--- src/photon_event_packet_deframer_macros.svh ---
// assertion macros shared by the deframer modules
`ifndef PHOTON_EVENT_PACKET_DEFRAMER_MACROS_SVH
`define PHOTON_EVENT_PACKET_DEFRAMER_MACROS_SVH

// property checked at every rising clock edge outside reset
`define PEPD_ASSERT(lbl, prop, msg) \
  lbl: assert property (@(posedge clk_i) disable iff (!rst_ni) (prop)) else $error(msg);

// condition in one cycle implies a condition in the next
`define PEPD_ASSERT_NEXT(lbl, pre, post, msg) \
  lbl: assert property (@(posedge clk_i) disable iff (!rst_ni) (pre) |=> (post)) else $error(msg);

`endif

--- src/pepd_pkg.sv ---
// types and constants of the photon event packet deframer
`timescale 1ns / 1ps
package pepd_pkg;

  localparam int unsigned PACKET_WORDS = 735;
  localparam int unsigned ROW_WORDS    = 3;
  localparam int unsigned WORD_W       = 16;
  localparam int unsigned COORD_W      = 13;
  localparam int unsigned COUNT_W      = 8;
  localparam int unsigned IDX_W        = $clog2(PACKET_WORDS + 1);
  localparam int unsigned ROW_W        = $clog2(PACKET_WORDS / ROW_WORDS + 1);
  localparam int unsigned COL_W        = $clog2(ROW_WORDS);
  localparam int unsigned CMP_W        = (ROW_W > COUNT_W) ? ROW_W : COUNT_W;
  localparam int unsigned CAP_RAW      = PACKET_WORDS / ROW_WORDS - 1;
  localparam int unsigned CAPACITY     = (CAP_RAW > 255) ? 255 : CAP_RAW;
  localparam int unsigned QUEUE_DEPTH  = 4;
  localparam int unsigned QPTR_W       = $clog2(QUEUE_DEPTH);

  typedef enum logic [2:0] {
    OP_COUNT = 3'd0,
    OP_SEQ   = 3'd1,
    OP_SKIP  = 3'd2,
    OP_X     = 3'd3,
    OP_Y     = 3'd4,
    OP_PULSE = 3'd5
  } op_e;

  typedef struct packed {
    op_e                op;
    logic               last;
    logic [ROW_W-1:0]   row;
    logic [WORD_W-1:0]  word;
  } cmd_t;

endpackage

--- src/photon_event_packet_deframer.sv ---
// photon event packet deframer top level
//
//   channel  | handshake          | beat
//   ---------+--------------------+-----------------------------------------------
//   words    | push / full        | word_i, first_i
//   results  | pop / empty        | kind_o, x_pos_o, y_pos_o, pulse_o, missed_o,
//            |                    | photons_o, clamped_o
//
// one word a cycle sustained while full stays low; a word's result passes through the queue, then the result register
// reset parks the position counter at word 0 and clears the expected sequence number
// a four-beat queue sits between the position tracker and the result register
// full rises only once that queue fills while a result waits unpopped
`timescale 1ns / 1ps
module photon_event_packet_deframer (
  input  logic                         clk_i,
  input  logic                         rst_ni,
  input  logic                         push,
  output logic                         full,
  input  logic [pepd_pkg::WORD_W-1:0]  word_i,
  input  logic                         first_i,
  input  logic                         pop,
  output logic                         empty,
  output logic                         kind_o,
  output logic [pepd_pkg::COORD_W-1:0] x_pos_o,
  output logic [pepd_pkg::COORD_W-1:0] y_pos_o,
  output logic [pepd_pkg::WORD_W-1:0]  pulse_o,
  output logic [pepd_pkg::WORD_W-1:0]  missed_o,
  output logic [pepd_pkg::COUNT_W-1:0] photons_o,
  output logic                         clamped_o
);
  import pepd_pkg::*;

  cmd_t cmd_in;
  cmd_t cmd_out;
  logic cmd_push;
  logic cmd_pop;
  logic cmd_empty;

  pepd_front u_front (
    .clk_i      (clk_i),
    .rst_ni     (rst_ni),
    .push_i     (push),
    .full_i     (full),
    .word_i     (word_i),
    .first_i    (first_i),
    .cmd_push_o (cmd_push),
    .cmd_o      (cmd_in)
  );

  pepd_queue u_queue (
    .clk_i       (clk_i),
    .rst_ni      (rst_ni),
    .push_i      (cmd_push),
    .push_data_i (cmd_in),
    .full_o      (full),
    .pop_i       (cmd_pop),
    .pop_data_o  (cmd_out),
    .empty_o     (cmd_empty)
  );

  pepd_back u_back (
    .clk_i       (clk_i),
    .rst_ni      (rst_ni),
    .cmd_i       (cmd_out),
    .cmd_empty_i (cmd_empty),
    .cmd_pop_o   (cmd_pop),
    .pop_i       (pop),
    .empty_o     (empty),
    .kind_o      (kind_o),
    .x_pos_o     (x_pos_o),
    .y_pos_o     (y_pos_o),
    .pulse_o     (pulse_o),
    .missed_o    (missed_o),
    .photons_o   (photons_o),
    .clamped_o   (clamped_o)
  );

endmodule

--- src/pepd_front.sv ---
// front end: tracks word position and classifies each beat
`timescale 1ns / 1ps
`include "photon_event_packet_deframer_macros.svh"
module pepd_front (
  input  logic                       clk_i,
  input  logic                       rst_ni,
  input  logic                       push_i,
  input  logic                       full_i,
  input  logic [pepd_pkg::WORD_W-1:0] word_i,
  input  logic                       first_i,
  output logic                       cmd_push_o,
  output pepd_pkg::cmd_t             cmd_o
);
  import pepd_pkg::*;

  logic [IDX_W-1:0] idx_q, idx_d;
  logic [COL_W-1:0] col_q, col_d;
  logic [ROW_W-1:0] row_q, row_d;

  logic [IDX_W-1:0] pos;
  logic [COL_W-1:0] col;
  logic [ROW_W-1:0] row;
  logic             accept;
  logic             in_range;
  logic             is_last;

  assign pos      = first_i ? '0 : idx_q;
  assign col      = first_i ? '0 : col_q;
  assign row      = first_i ? '0 : row_q;
  assign accept   = push_i && !full_i;
  assign in_range = (pos != IDX_W'(PACKET_WORDS));
  assign is_last  = (pos == IDX_W'(PACKET_WORDS - 1));

  always_comb begin
    idx_d = idx_q;
    col_d = col_q;
    row_d = row_q;
    if (accept && in_range) begin
      idx_d = is_last ? IDX_W'(PACKET_WORDS) : pos + IDX_W'(1);
      if (col == COL_W'(ROW_WORDS - 1)) begin
        col_d = '0;
        row_d = row + ROW_W'(1);
      end else begin
        col_d = col + COL_W'(1);
        row_d = row;
      end
    end
  end

  always_comb begin
    cmd_o.last = is_last;
    cmd_o.row  = row;
    cmd_o.word = word_i;
    if (pos == IDX_W'(0)) begin
      cmd_o.op = OP_COUNT;
    end else if (pos == IDX_W'(1)) begin
      cmd_o.op = OP_SEQ;
    end else if (pos < IDX_W'(ROW_WORDS)) begin
      cmd_o.op = OP_SKIP;
    end else if (col == COL_W'(0)) begin
      cmd_o.op = OP_X;
    end else if (col == COL_W'(1)) begin
      cmd_o.op = OP_Y;
    end else begin
      cmd_o.op = OP_PULSE;
    end
  end

  // words past the end of a packet are dropped here
  assign cmd_push_o = accept && in_range;

  always_ff @(posedge clk_i or negedge rst_ni) begin
    if (!rst_ni) begin
      idx_q <= '0;
      col_q <= '0;
      row_q <= '0;
    end else begin
      idx_q <= idx_d;
      col_q <= col_d;
      row_q <= row_d;
    end
  end

  `PEPD_ASSERT(a_idx_range, idx_q <= IDX_W'(PACKET_WORDS), "word index past idle mark")
  `PEPD_ASSERT_NEXT(a_last_idles, cmd_push_o && cmd_o.last, idx_q == IDX_W'(PACKET_WORDS),
                    "packet end did not park the position counter")

endmodule

--- src/pepd_queue.sv ---
// short command queue between front and back ends
`timescale 1ns / 1ps
`include "photon_event_packet_deframer_macros.svh"
module pepd_queue (
  input  logic           clk_i,
  input  logic           rst_ni,
  input  logic           push_i,
  input  pepd_pkg::cmd_t push_data_i,
  output logic           full_o,
  input  logic           pop_i,
  output pepd_pkg::cmd_t pop_data_o,
  output logic           empty_o
);
  import pepd_pkg::*;

  cmd_t              mem_q [QUEUE_DEPTH];
  logic [QPTR_W:0]   wr_q, wr_d;
  logic [QPTR_W:0]   rd_q, rd_d;
  logic              do_push;
  logic              do_pop;

  assign empty_o    = (wr_q == rd_q);
  assign full_o     = (wr_q[QPTR_W] != rd_q[QPTR_W]) &&
                      (wr_q[QPTR_W-1:0] == rd_q[QPTR_W-1:0]);
  assign do_push    = push_i && !full_o;
  assign do_pop     = pop_i && !empty_o;
  assign pop_data_o = mem_q[rd_q[QPTR_W-1:0]];
  assign wr_d       = do_push ? wr_q + (QPTR_W+1)'(1) : wr_q;
  assign rd_d       = do_pop ? rd_q + (QPTR_W+1)'(1) : rd_q;

  always_ff @(posedge clk_i) begin
    if (do_push) begin
      mem_q[wr_q[QPTR_W-1:0]] <= push_data_i;
    end
  end

  always_ff @(posedge clk_i or negedge rst_ni) begin
    if (!rst_ni) begin
      wr_q <= '0;
      rd_q <= '0;
    end else begin
      wr_q <= wr_d;
      rd_q <= rd_d;
    end
  end

  `PEPD_ASSERT(a_no_overflow, !(push_i && full_o), "beat pushed into full queue")
  `PEPD_ASSERT(a_fill_bound, (wr_q - rd_q) <= (QPTR_W+1)'(QUEUE_DEPTH), "queue fill out of range")

endmodule

--- src/pepd_back.sv ---
// back end: packet state, sequence gap and result register
`timescale 1ns / 1ps
`include "photon_event_packet_deframer_macros.svh"
module pepd_back (
  input  logic                         clk_i,
  input  logic                         rst_ni,
  input  pepd_pkg::cmd_t               cmd_i,
  input  logic                         cmd_empty_i,
  output logic                         cmd_pop_o,
  input  logic                         pop_i,
  output logic                         empty_o,
  output logic                         kind_o,
  output logic [pepd_pkg::COORD_W-1:0] x_pos_o,
  output logic [pepd_pkg::COORD_W-1:0] y_pos_o,
  output logic [pepd_pkg::WORD_W-1:0]  pulse_o,
  output logic [pepd_pkg::WORD_W-1:0]  missed_o,
  output logic [pepd_pkg::COUNT_W-1:0] photons_o,
  output logic                         clamped_o
);
  import pepd_pkg::*;

  logic [COUNT_W-1:0] count_q, count_d;
  logic               clamp_q, clamp_d;
  logic [WORD_W-1:0]  expect_q, expect_d;
  logic [WORD_W-1:0]  gap_q, gap_d;
  logic [COORD_W-1:0] hx_q, hx_d;
  logic [COORD_W-1:0] hy_q, hy_d;

  logic               out_vld_q, out_vld_d;
  logic               kind_q;
  logic [COORD_W-1:0] x_q, y_q;
  logic [WORD_W-1:0]  pulse_q, missed_q;
  logic [COUNT_W-1:0] photons_q;
  logic               clamped_q;

  logic               slot_free;
  logic               take;
  logic               photon;
  logic               res_vld;

  assign slot_free = !out_vld_q || pop_i;
  assign take      = !cmd_empty_i && slot_free;
  assign cmd_pop_o = take;

  always_comb begin
    count_d  = count_q;
    clamp_d  = clamp_q;
    gap_d    = gap_q;
    hx_d     = hx_q;
    hy_d     = hy_q;
    if (take) begin
      unique case (cmd_i.op)
        OP_COUNT: begin
          if (cmd_i.word > WORD_W'(CAPACITY)) begin
            count_d = COUNT_W'(CAPACITY);
            clamp_d = 1'b1;
          end else begin
            count_d = cmd_i.word[COUNT_W-1:0];
            clamp_d = 1'b0;
          end
        end
        OP_SEQ:   gap_d = cmd_i.word - expect_q;
        OP_X:     hx_d  = cmd_i.word[COORD_W:1];
        OP_Y:     hy_d  = cmd_i.word[COORD_W:1];
        OP_SKIP, OP_PULSE: ;
        default:  ;
      endcase
    end
  end

  // only rows inside the header count give an event
  assign photon  = (cmd_i.op == OP_PULSE) && (CMP_W'(cmd_i.row) <= CMP_W'(count_d));
  assign res_vld = cmd_i.last || photon;

  assign expect_d  = (take && cmd_i.last) ? expect_q + gap_d + WORD_W'(1) : expect_q;
  assign out_vld_d = take ? res_vld : (pop_i ? 1'b0 : out_vld_q);

  always_ff @(posedge clk_i) begin
    if (take && res_vld) begin
      kind_q    <= cmd_i.last;
      x_q       <= photon ? hx_d : '0;
      y_q       <= photon ? hy_d : '0;
      pulse_q   <= photon ? cmd_i.word : '0;
      missed_q  <= cmd_i.last ? gap_d : '0;
      photons_q <= count_d;
      clamped_q <= clamp_d;
    end
  end

  always_ff @(posedge clk_i or negedge rst_ni) begin
    if (!rst_ni) begin
      count_q   <= '0;
      clamp_q   <= 1'b0;
      expect_q  <= '0;
      gap_q     <= '0;
      hx_q      <= '0;
      hy_q      <= '0;
      out_vld_q <= 1'b0;
    end else begin
      count_q   <= count_d;
      clamp_q   <= clamp_d;
      expect_q  <= expect_d;
      gap_q     <= gap_d;
      hx_q      <= hx_d;
      hy_q      <= hy_d;
      out_vld_q <= out_vld_d;
    end
  end

  assign empty_o   = !out_vld_q;
  assign kind_o    = kind_q;
  assign x_pos_o   = x_q;
  assign y_pos_o   = y_q;
  assign pulse_o   = pulse_q;
  assign missed_o  = missed_q;
  assign photons_o = photons_q;
  assign clamped_o = clamped_q;

  `PEPD_ASSERT(a_clamp_cap, !clamp_q || (count_q == COUNT_W'(CAPACITY)),
               "clamp flag without count at capacity")
  `PEPD_ASSERT_NEXT(a_event_no_gap, take && res_vld && !cmd_i.last, missed_q == '0,
                    "photon event carries a sequence gap")

endmodule
--- config.mk ---
export PLATFORM = sky130hd
export DESIGN_NAME = photon_event_packet_deframer
export DESIGN_NICKNAME = d
export VERILOG_FILES = /design/src/pepd_pkg.sv /design/src/photon_event_packet_deframer.sv /design/src/pepd_front.sv /design/src/pepd_queue.sv /design/src/pepd_back.sv
export VERILOG_INCLUDE_DIRS = /design/src /design/src/src
export SDC_FILE = /design/constraint.sdc
export NUM_CORES = 1
export LEC_CHECK = 0
export BUFFER_PORTS_ARGS = -buffer_cell sky130_fd_sc_hd__buf_4
export CORE_MARGIN = 8
export CORE_UTILIZATION = 40
export DETAILED_ROUTE_END_ITERATION = 12
export GPL_TIMING_DRIVEN = 0
export PLACE_DENSITY = 0.58
export SLEW_MARGIN = 15
export SYNTH_ARGS = -nofsm -noshare
export SYNTH_HDL_FRONTEND = slang
export SYNTH_SLANG_ARGS = --single-unit
--- constraint.sdc ---
create_clock -name clk_i -period 9.16 [get_ports clk_i]
set_clock_uncertainty 0.15 [all_clocks]
set_input_delay 1.832 -clock clk_i [delete_from_list [all_inputs] [get_ports clk_i]]
set_output_delay 1.832 -clock clk_i [all_outputs]
set_load 0.02 [all_outputs]
# Yosys cells after proc, flatten, opt, wreduce, memory -nomap -nowiden
# Memories as Yosys holds them, arrays and structs flattened.
# Index checks and enable logic that the tools add are counted.
[classes] addsub=8 n_lt_le_gt_ge=3 n_eq_ne=12 muxes=27 reduce_logical=18
[ops] op="two-way mux 13 bit" n=4
[ops] op="two-way mux 8 bit" n=5
[ops] op="two-way mux 16 bit" n=2
[ops] op="two-way mux 10 bit" n=2
[ops] op="adder 16 x 1 -> 16 bit (second input constant)" n=1
[ops] op="adder 16 bit" n=1
[ops] op="> comparator 16 x 8 -> 1 bit (second input constant)" n=1
[ops] op="subtractor 16 bit" n=1
[ops] op="two-way mux 3 bit" n=4
[ops] op="adder 10 x 1 -> 10 bit (second input constant)" n=1
[ops] op="== test 10 x 1 -> 1 bit (second input constant)" n=1
[ops] op="== test 10 bit (second input constant)" n=1
[ops] op="zero test 10 bit" n=1
[ops] op="less-than comparator 10 x 2 -> 1 bit (second input constant)" n=1
[ops] op="inequality test 10 bit (second input constant)" n=1
[ops] op="logical AND 1 bit" n=9
[ops] op="adder 8 x 1 -> 8 bit (second input constant)" n=1
[ops] op="<= comparator 8 bit" n=1
[ops] op="two-way mux 1 bit" n=8
[ops] op="adder 3 x 1 -> 3 bit (second input constant)" n=2
[ops] op="== test 3 bit (second input constant)" n=2
[ops] op="two-way mux 2 bit" n=2
[ops] op="== test 3 x 1 -> 1 bit (second input constant)" n=1
[ops] op="== test 3 x 2 -> 1 bit (second input constant)" n=1
[ops] op="other kinds (11)" n=14
[word_totals] register_bits=162 ram_bits=112 input_bits=21 out_inout_bits=70 elab_cells=88 mem_count=1
[mem_list] memory="u_queue.mem_q" depth=4 word_bits=28 rd=1 rd_ports_with_merged_regs=0 write_ports=1 line="pepd_queue.sv:16" rtl="cmd_t mem_q [QUEUE_DEPTH];"

# Logic depth before layout (Yosys ltp)
# Gate-level depths: netlist of the first run.
# An unclocked memory read counts as a cell.
[logic_depth] word_depth=9 depth_mapped=23 depth_no_buf=21

# Hierarchy
# A second synthesis of the first run with hierarchy kept.
[hier_totals] cells_unflattened=955 area_unflattened_um2=12851.1
[by_module_without_submodules] module="pepd_back" instances=1 cells_each=582 area_per_inst_um2=6726.5 seq_area_each_um2=3743.6
[by_module_without_submodules] module="pepd_queue" instances=1 cells_each=196 area_per_inst_um2=4570.6 seq_area_each_um2=3513.4
[by_module_without_submodules] module="pepd_front" instances=1 cells_each=177 area_per_inst_um2=1554.0 seq_area_each_um2=500.5

# Worst setup path before layout of the first run
# No wires, ideal clock.
[synth_path] path_type="in2reg" from="input port pop" to="register u_back.clamped_q (netlist: u_back.clamped_o), enable pin" setup_time_ns=0.517 t_arrival_ns=7.993 t_required_ns=8.493 path_slack_ns=0.500 path_stages=17 n_path_buf=2 cell_sequence="inv_1 -> a32oi_2 -> nand2_1 -> or2_1 -> or3_1 -> buf_2 -> inv_2 -> a22oi_1 -> ha_1 -> nor2b_1 -> o21a_1 -> o21ai_0 -> a21oi_1 -> o22ai_1 -> nand4b_1 -> clkbuf_1 -> a21oi_1"
[synth_via] elab_chain_cells=7
[synth_lines] item="from (decl)" line="photon_event_packet_deframer.sv:21" rtl="input logic pop,"
[synth_lines] item="logical OR 1 bit (*)" line="pepd_back.sv:41" rtl="assign slot_free = !out_vld_q || pop_i;"
[synth_lines] item="logical AND 1 bit (*)" line="pepd_back.sv:42" rtl="assign take = !cmd_empty_i && slot_free;"
[synth_lines] item="two-way mux 8 bit" line="pepd_back.sv:51" rtl="if (take) begin"
[synth_lines] item="<= comparator 8 bit" line="pepd_back.sv:72" rtl="assign photon = (cmd_i.op == OP_PULSE) && (CMP_W'(cmd_i.row) <= CMP_W'(count_d));"
[synth_lines] item="logical AND 1 bit" line="pepd_back.sv:72"
[synth_lines] item="logical OR 1 bit" line="pepd_back.sv:73" rtl="assign res_vld = cmd_i.last || photon;"
[synth_lines] item="logical AND 1 bit (*)" line="pepd_back.sv:79" rtl="if (take && res_vld) begin"
[synth_lines] item="to (signal assigned)" line="pepd_back.sv:86" rtl="clamped_q <= clamp_d;"
[synth_lines] item="to (decl)" line="pepd_back.sv:34" rtl="logic clamped_q;"
# Every way passes the cells marked *; elsewhere a longest branch is shown, timed or not.
# A chain may end at the register's enable or synchronous reset.

# Worst setup path after layout of the first run
[layout_path] from="input port pop" to="register u_back.y_q[2] (netlist: u_back.y_pos_o[2]), enable pin"
[layout_via] elab_chain_cells=7
[layout_lines] item="logical OR 1 bit" line="pepd_back.sv:41"
[layout_lines] item="logical AND 1 bit" line="pepd_back.sv:42"
[layout_lines] item="two-way mux 8 bit" line="pepd_back.sv:51"
[layout_lines] item="net u_back.count_d[0]" line="pepd_back.sv:22" rtl="logic [COUNT_W-1:0] count_q, count_d;"
[layout_lines] item="<= comparator 8 bit" line="pepd_back.sv:72"
[layout_lines] item="logical AND 1 bit" line="pepd_back.sv:72"
[layout_lines] item="logical OR 1 bit" line="pepd_back.sv:73"
[layout_lines] item="logical AND 1 bit" line="pepd_back.sv:79"
[layout_lines] item="to (signal assigned)" line="pepd_back.sv:82" rtl="y_q <= photon ? hy_d : '0;"
[layout_lines] item="to (decl)" line="pepd_back.sv:31" rtl="logic [COORD_W-1:0] x_q, y_q;"
# The timed path passes the listed nets, and every way through them passes these cells.

==> results of run 1 <==
stage by stage:
step	instance area (µm²)	worst slack (ns)
finish	14720	2.486
global route	14720	2.062
CTS	14720	2.457
detailed placement	13720	1.883
global placement	13520	-2.235
floorplan	12350	0.4999
Yosys cell counts, types with 4 or more instances:
cell      count
a21oi_1      37
a31oi_1       7
o21ai_1       6
buf_2         7
mux4_2       27
ha_1         48
nand4_1      10
mux2_2       15
nand3_1      14
nor3_1       14
o21bai_1      4
o21ai_0      53
o21a_1        5
edfxtp_1    180
a211o_1       4
nand2_1      87
nor4_1        7
inv_1        58
a21o_1       18
o31ai_1       4
xnor2_1      19
and2_1       19
o21ai_2       8
nand2b_1      7
o22ai_2       4
clkbuf_1     24
nor2_1       44
dfrtp_1      94
xor2_1       12
nor2b_1      41
final cells by class:
type | instances | area [µm²]
Fill cell | 2696 | 15790
Sequential cell | 274 | 7757
Multi-Input combinational cell | 565 | 4194
Timing Repair Buffer | 97 | 857.1
Clock buffer | 39 | 824.5
Tap cell | 396 | 495.5
Inverter | 59 | 221.5
Buffer | 37 | 193.9
Clock inverter | 17 | 173.9
Antenna cell | 1 | 2.502
flip-flops by register name, summed over array words and instances, names as in the netlist, 2 cells and up:
| name | cells |
|---|---|
| u_front.idx_q | 10 |
| u_queue.wr_q | 3 |
| u_queue.rd_q | 3 |
| u_back.count_q | 8 |
| u_back.hx_q | 13 |
| u_back.missed_o | 16 |
| u_queue.mem_q | 112 |
| u_front.col_q | 2 |
| u_back.x_pos_o | 13 |
| u_back.gap_q | 16 |
| u_back.y_pos_o | 13 |
| u_back.photons_o | 8 |
| u_back.hy_q | 13 |
| u_back.expect_q | 16 |
| u_front.row_q | 8 |
| u_back.pulse_o | 16 |
per-layer routing:
| metal | routed length, µm | up-vias | GRT usage |
|---|---|---|---|
| met5 | 34 | - | 0 |
| met4 | 677 | 6 | 0.04529 |
| met3 | 1707 | 47 | 0.03413 |
| met2 | 12750 | 160 | 0.2433 |
| met1 | 12510 | 3797 | 0.2011 |
| li1 | - | 3683 | - |
worst max-delay path by stage:
stage | from | endpoint | slack [ns] | cells after the start
final | pop | u_back.y_pos_o[2]$_SDFFCE_PN0P_ | 2.49 | 19
after global routing | pop | u_back.y_pos_o[2]$_SDFFCE_PN0P_ | 2.06 | 19
after CTS | pop | u_back.pulse_o[7]$_SDFFCE_PN0P_ | 2.46 | 19
after detailed placement | pop | u_back.x_pos_o[3]$_SDFFCE_PN0P_ | 1.88 | 19
after global placement | pop | u_back.pulse_o[15]$_SDFFCE_PN0P_ | -2.24 | 17
after floorplan | pop | u_back.clamped_o$_DFFE_PP_ | 0.50 | 17
cells by family (layout without fill, tap and decap cells):
| logic type | count (synthesis) | count (layout) |
|---|---|---|
| flip-flops | 274 | 274 |
| adder cells (fa/ha/maj) | 50 | 50 |
| buffers and inverters | 96 | 249 |
| AND/OR/NAND/NOR | 263 | 263 |
| AO/OA/AOI/OAI | 176 | 176 |
| multiplexers | 45 | 45 |
| other | 0 | 1 |
| XOR/XNOR | 31 | 31 |
report_power, final:
group          switching [µW]  leakage, µW  internal (µW)  total (µW)
logic                    1850      0.00259           1230        3080
clock network             479     0.000486            718        1200
registers                 167      0.00285           1890        2060
worst max-delay path: cells and delay by family:
kind,cells,cell delay [ns]
buffers and inverters,6,1.17
AO/OA/AOI/OAI,7,2.15
AND/OR/NAND/NOR,5,1.36
adder cells (fa/ha/maj),1,0.25
==> flow_summary.toml, run 1 <==
[status]
result_of_the_run = "finished, final reports clean"

[detailed_routing]
wire_per_inst_um = 18.64
wirelength_um = 27670
route.vias.total = 7693
drt_iter0_drc = 348
drtPass1Iterations = 4
ant_nets = 0
detail_route.drc_violations = 0
number_of_vias_per_cell = 5.180

[synthesis]
synth_top_family_by_area = "simple AND/OR/NAND/NOR gates"
synth_ff_type = "edfxtp_1"
synthDistinctLibCells = 67
synth-edff-count = 180
post_synth_inst_count = 935
synth_fp_nets = 1006
synth-async-reset-ratio = 0.3431
ys_top_cells_by_area = "edfxtp_1 (44%), dfrtp_1 (19%), mux4_2 (4.9%)"
netlist.area_leader.share = 0.4376
synth_area_per_cell_um2 = 13.21
synth_compound_gate_area_share = 0.09340
ys.warnings.count = 0
synth_area_leader = "edfxtp_1"
synth_simple_gate_area_frac = 0.1057
synth.yosys.seq_area_share = 0.6281
synth_xor_xnor_area_share = 0.02198
synth.area.mux_share = 0.06534
synth_area_um2 = 12350
synthAdderAreaFrac = 0.05187
synth.ff_latch_count = 274

[finish]
area_growth_pct = 19.19
layout.cells.most_common_list = "edfxtp_1 (180), dfrtp_1 (94), buf_4 (91)"
share_of_final_layout_standard_cells_stronger_than_drive_strength_1 = 0.2068
finalCoreUtilization = 0.4825
nNetsFinal = 1135
final_cells = 1485
commonest_non_fill_non_tap_cell_in_the_layout = "edfxtp_1"

[hold_path]
min-delay-path-class = "reg -> reg"
end_point_of_the_most_critical_hold_path = "u_back.hy_q[10]$_DFF_PN0_"
min_from = "u_back.hy_q[10]$_DFF_PN0_"
worstHoldPathCells = 2

[critical_path]
length_in_cells_of_the_worst_reg_to_reg_path = 20
critPathArrivalTime_ns = 6.78
endpoint_kind = "flip-flop"
r2r_slack_ns = 3.05
critPathLaunchType = "input pin"
crit_path_max_fanout = 20
r2r_start = "u_queue.rd_q[0]$_DFFE_PN0P_"
crit_required_ns = 9.27
timing.critical_path.slowest_cell_delay_ns = 0.63
worst_reg2reg_path_endpoint = "u_back.y_pos_o[2]$_SDFFCE_PN0P_"
path_cells = "buf_4, inv_1, a32oi_2, nand2_1, or2_1, or3_1, buf_2, o21ai_0, ha_1, nor2b_1, o21a_1, o21ai_0, a21oi_1, o22ai_1, nand4b_1, clkbuf_1, a21oi_4, buf_16, buf_16"
critical_path.slowest_cell = "a21oi_4"
critical_path_class = "in -> reg"

[die]
start_util = 0.4048
die_h_um = 191.7
top_level_ports = 91
die-area_um2 = 36750
fp.coreArea_um2 = 30510
die_x_um = 191.7
placementRows = 64

[clock_tree]
cts_tree = "done"
postCtsSetupBuffers = 0
total_clock_sinks = 274
cts_made_buffers = 30
cts_max_path_buffers = 3
clockRootBuffer = "clkbuf_16"
worstSkewPairLatency_ns = 0.55
cts_resized = 0
cts.reportedPaths.clkPinSlew_ns = 0.06
cts_hold_repair_buffers = 0
clock_tree.htree_level_count = 1

[global_route]
globalRoute.totalOverflow = 0
global_route.usage.total = 0.1509
grt_pass1_vias = 7848
antenna_violations_before_repair = 4
grt_start_max_net_pins = 95
grt_pass1_wl_um = 43720

[sta]
layout_worst_path_cycle_share = 0.7286
finalCriticalPeriod_ns = 6.674
max-slew-margin-rel = 0.3429
hold_ws_ns = 0.3128
max_slew_violation_total_from_the_final_report = 0
fmaxAchievable_mhz = 149.8
setup_viol_count_final = 0
setup_tns_ns = 0
tightest_slew_ns = 0.9856
grt_setup_unrepaired = "no"
timing.final.hold_violations = 0

[flow_run]
timing.max_cap.violations = 0

[power]
static_power_due_to_leakage_uw = 0.005920
power.total_uw = 6329
power-per-cell-area_nw_per_um2 = 430.0
vdd_ir_drop_max_uv = 192.6

[place]
hpwl_um = 19730
place.detailed.instances = 1428
place.port_buffers = 90
gp_congestion = 0.8285
(Power assumes the default switching activity.)
==> run 2, diff against run 1 <==
--- a/config.mk
+++ b/config.mk
@@ -11,7 +11,7 @@
 export CORE_UTILIZATION = 40
 export DETAILED_ROUTE_END_ITERATION = 12
 export GPL_TIMING_DRIVEN = 0
-export PLACE_DENSITY = 0.58
+export PLACE_DENSITY = 0.6
 export SLEW_MARGIN = 15
 export SYNTH_ARGS = -nofsm -noshare
 export SYNTH_HDL_FRONTEND = slang
==> constraint.sdc (replaced) <==
create_clock -name clk_i -period 5.8 [get_ports clk_i]
set_clock_uncertainty 0.15 [all_clocks]
set_input_delay 1.16 -clock clk_i [delete_from_list [all_inputs] [get_ports clk_i]]
set_output_delay 1.16 -clock clk_i [all_outputs]
set_load 0.02 [all_outputs]
==> run 2 against run 1 <==
First-iteration DRC count is 29% higher. Power is 59% higher. Die area stayed put. Wire length hardly changed. Critical path type is now reg -> reg. Largest power group unchanged.
==> flow_summary.toml, run 2 (same netlist as run 1, synthesis figures left out) <==
[place]
place.port_buffers = 90
gp_congestion = 0.8355
hpwl_um = 19460
place_worst_setup_slack_ns = -0.4976
place.detailed.instances = 1427
post_dp_cell_area_um2 = 13660

[sta]
fmaxAchievable_mhz = 184.0
setup_viol_count_final = 0
final_critical_path_setup_slack_ns = 0.3638
finalCriticalPeriod_ns = 5.436
setup_tns_ns = 0
max-slew-margin-rel = 0.3324
tightest_slew_ns = 1.001
layout_worst_path_cycle_share = 0.9373
grt_setup_unrepaired = "no"
timing.final.hold_violations = 0
max_slew_violation_total_from_the_final_report = 0

[global_route]
antenna_violations_before_repair = 0
globalRoute.totalOverflow = 0
global_route.usage.total = 0.1517
grt_pass1_wl_um = 43950
grt_start_max_net_pins = 95
grt_pass1_vias = 7860

[finish]
multi_input_logic_area_um2 = 4204
largest_register_ffs = 112
layout.filler_cells = 2719
final_design_area_no_fill_um2 = 14740
nNetsFinal = 1137
area_growth_pct = 19.31
finalCoreUtilization = 0.4830
antenna_cells_inserted = 0
final_cells = 1486
share_of_final_layout_standard_cells_stronger_than_drive_strength_1 = 0.2110
layout.cells.most_common_list = "edfxtp_1 (180), buf_4 (95), dfrtp_1 (94)"
commonest_non_fill_non_tap_cell_in_the_layout = "edfxtp_1"
sequential_cell_area_um2 = 7757

[status]
result_of_the_run = "finished, final reports clean"

[die]
placementRows = 64
die_x_um = 191.7
top_level_ports = 91
die_h_um = 191.7
fp.coreArea_um2 = 30510
die-area_um2 = 36750
start_util = 0.4048

[detailed_routing]
drt_iter0_drc = 448
wire_per_inst_um = 18.62
route.vias.total = 7577
drtPass1Iterations = 5
wirelength_um = 27670
detail_route.drc_violations = 0
number_of_vias_per_cell = 5.099
ant_nets = 0

[critical_path]
critical_path.slowest_cell = "dfrtp_1"
crit_required_ns = 6.13
r2r_slack_ns = 0.36
crit_path_max_fanout = 10
path_cells = "buf_4, buf_4, mux4_2, inv_1, ha_1, inv_1, fa_1, a21o_1, a21o_1, a21oi_2, o21a_1, a21oi_1, a2111oi_2, a21o_1, ha_1, a21o_1, a21o_1, a2111oi_0, o21bai_1, xor2_1, nor2_1, xor2_1"
critPathLaunchType = "flip-flop"
endpoint_kind = "flip-flop"
critical_path.n_buffers_inverters = 4
timing.critical_path.max_delay_family = "compound AO/OA/AOI/OAI gates"
critical_path_class = "reg -> reg"
timing.critical_path.slowest_cell_delay_ns = 0.46
cp_common_cell = "a21o_1"
critPathArrivalTime_ns = 5.76

[clock_tree]
cts_hold_repair_buffers = 0
cts_made_buffers = 30
cts_max_path_buffers = 3
cts_tree = "done"
clock_tree.htree_level_count = 1
total_clock_sinks = 274
cts.reportedPaths.clkPinSlew_ns = 0.06
worstSkewPairLatency_ns = 0.56
clockRootBuffer = "clkbuf_16"

[power]
power-per-cell-area_nw_per_um2 = 683.9
vdd_ir_drop_max_uv = 298.1
static_power_due_to_leakage_uw = 0.005927

[hold_path]
min-delay-path-class = "reg -> reg"

[flow_run]
timing.max_cap.violations = 0
## run 2: changes by cell type in the layout (fill, tap and decap cells not counted), sizes merged
cell / delta
buf: +2
clkbuf: +2
bufinv: +1
clkinv: -3
diode: -1
## run 2: layer usage
metal / up-vias / wire, µm / global-route usage
li1: 3671 / - / -
met1: 3707 / 12780 / 0.2094
met2: 153 / 12740 / 0.2448
met3: 46 / 1524 / 0.02633
met4: 0 / 626 / 0.03967
met5: - / 0 / 0
## run 2: cell type report
class | instances | area share
sequential | 274 | 0.5264
multi-input combinational | 565 | 0.2853
timing repair buffer | 99 | 0.05596
clock buffer | 41 | 0.05579
tap | 396 | 0.03362
inverter | 59 | 0.01503
clock inverter | 15 | 0.01410
buffer | 37 | 0.01376
## run 2: worst paths after layout
check                                            start                               to  depth (start not counted)
hold reg to reg               u_back.hy_q[7]$_DFF_PN0_         u_back.hy_q[7]$_DFF_PN0_                          2
setup reg to reg           u_queue.rd_q[1]$_DFFE_PN0P_  u_back.expect_q[15]$_DFFE_PN0P_                         22
max in group asynchronous                       rst_ni       u_back.gap_q[13]$_DFF_PN0_                          1
hold / removal                u_back.hy_q[7]$_DFF_PN0_         u_back.hy_q[7]$_DFF_PN0_                          2
min in group asynchronous                       rst_ni     u_front.idx_q[7]$_DFFE_PN0P_                          1
setup / recovery           u_queue.rd_q[1]$_DFFE_PN0P_  u_back.expect_q[15]$_DFFE_PN0P_                         22
## run 2: report_power, final
group,switching [µW],total [µW],leakage (µW),internal (µW)
sequential,271,3260,0.00285,2990
clock,782,1960,0.000499,1180
combinational,2930,4860,0.00258,1930
total,3990,10100,0.00593,6090
## run 2: per-stage QoR
stage	total power [µW]	hold slack [ns]
finish	10080	0.3149
floorplan	6541	0.2848
global route	10800	0.3270
detailed placement	8131	0.2990
global placement	7964	0.2960
CTS	10160	0.3188
## run 2: worst register-to-register path, cell delays in order, from the launching register on
cell       delay, ns
dfrtp_1         0.46
buf_4           0.25
buf_4           0.23
mux4_2          0.35
inv_1           0.17
ha_1            0.19
inv_1           0.06
fa_1            0.40
a21o_1          0.19
a21o_1          0.20
a21oi_2         0.22
o21a_1          0.22
a21oi_1         0.09
a2111oi_2       0.32
a21o_1          0.18
ha_1            0.31
a21o_1          0.20
a21o_1          0.20
a2111oi_0       0.35
o21bai_1        0.18
xor2_1          0.16
nor2_1          0.12
xor2_1          0.15
## run 2: what timing repair did
| action | CTS | global route |
|---|---|---|
| endpoints found under the setup margin | 18 | 66 |
| buffers inserted | 2 | 1 |
| gates resized for setup | 3 | 5 |
| pin swaps | 1 | 2 |
| endpoints found under the hold margin | 0 | 0 |
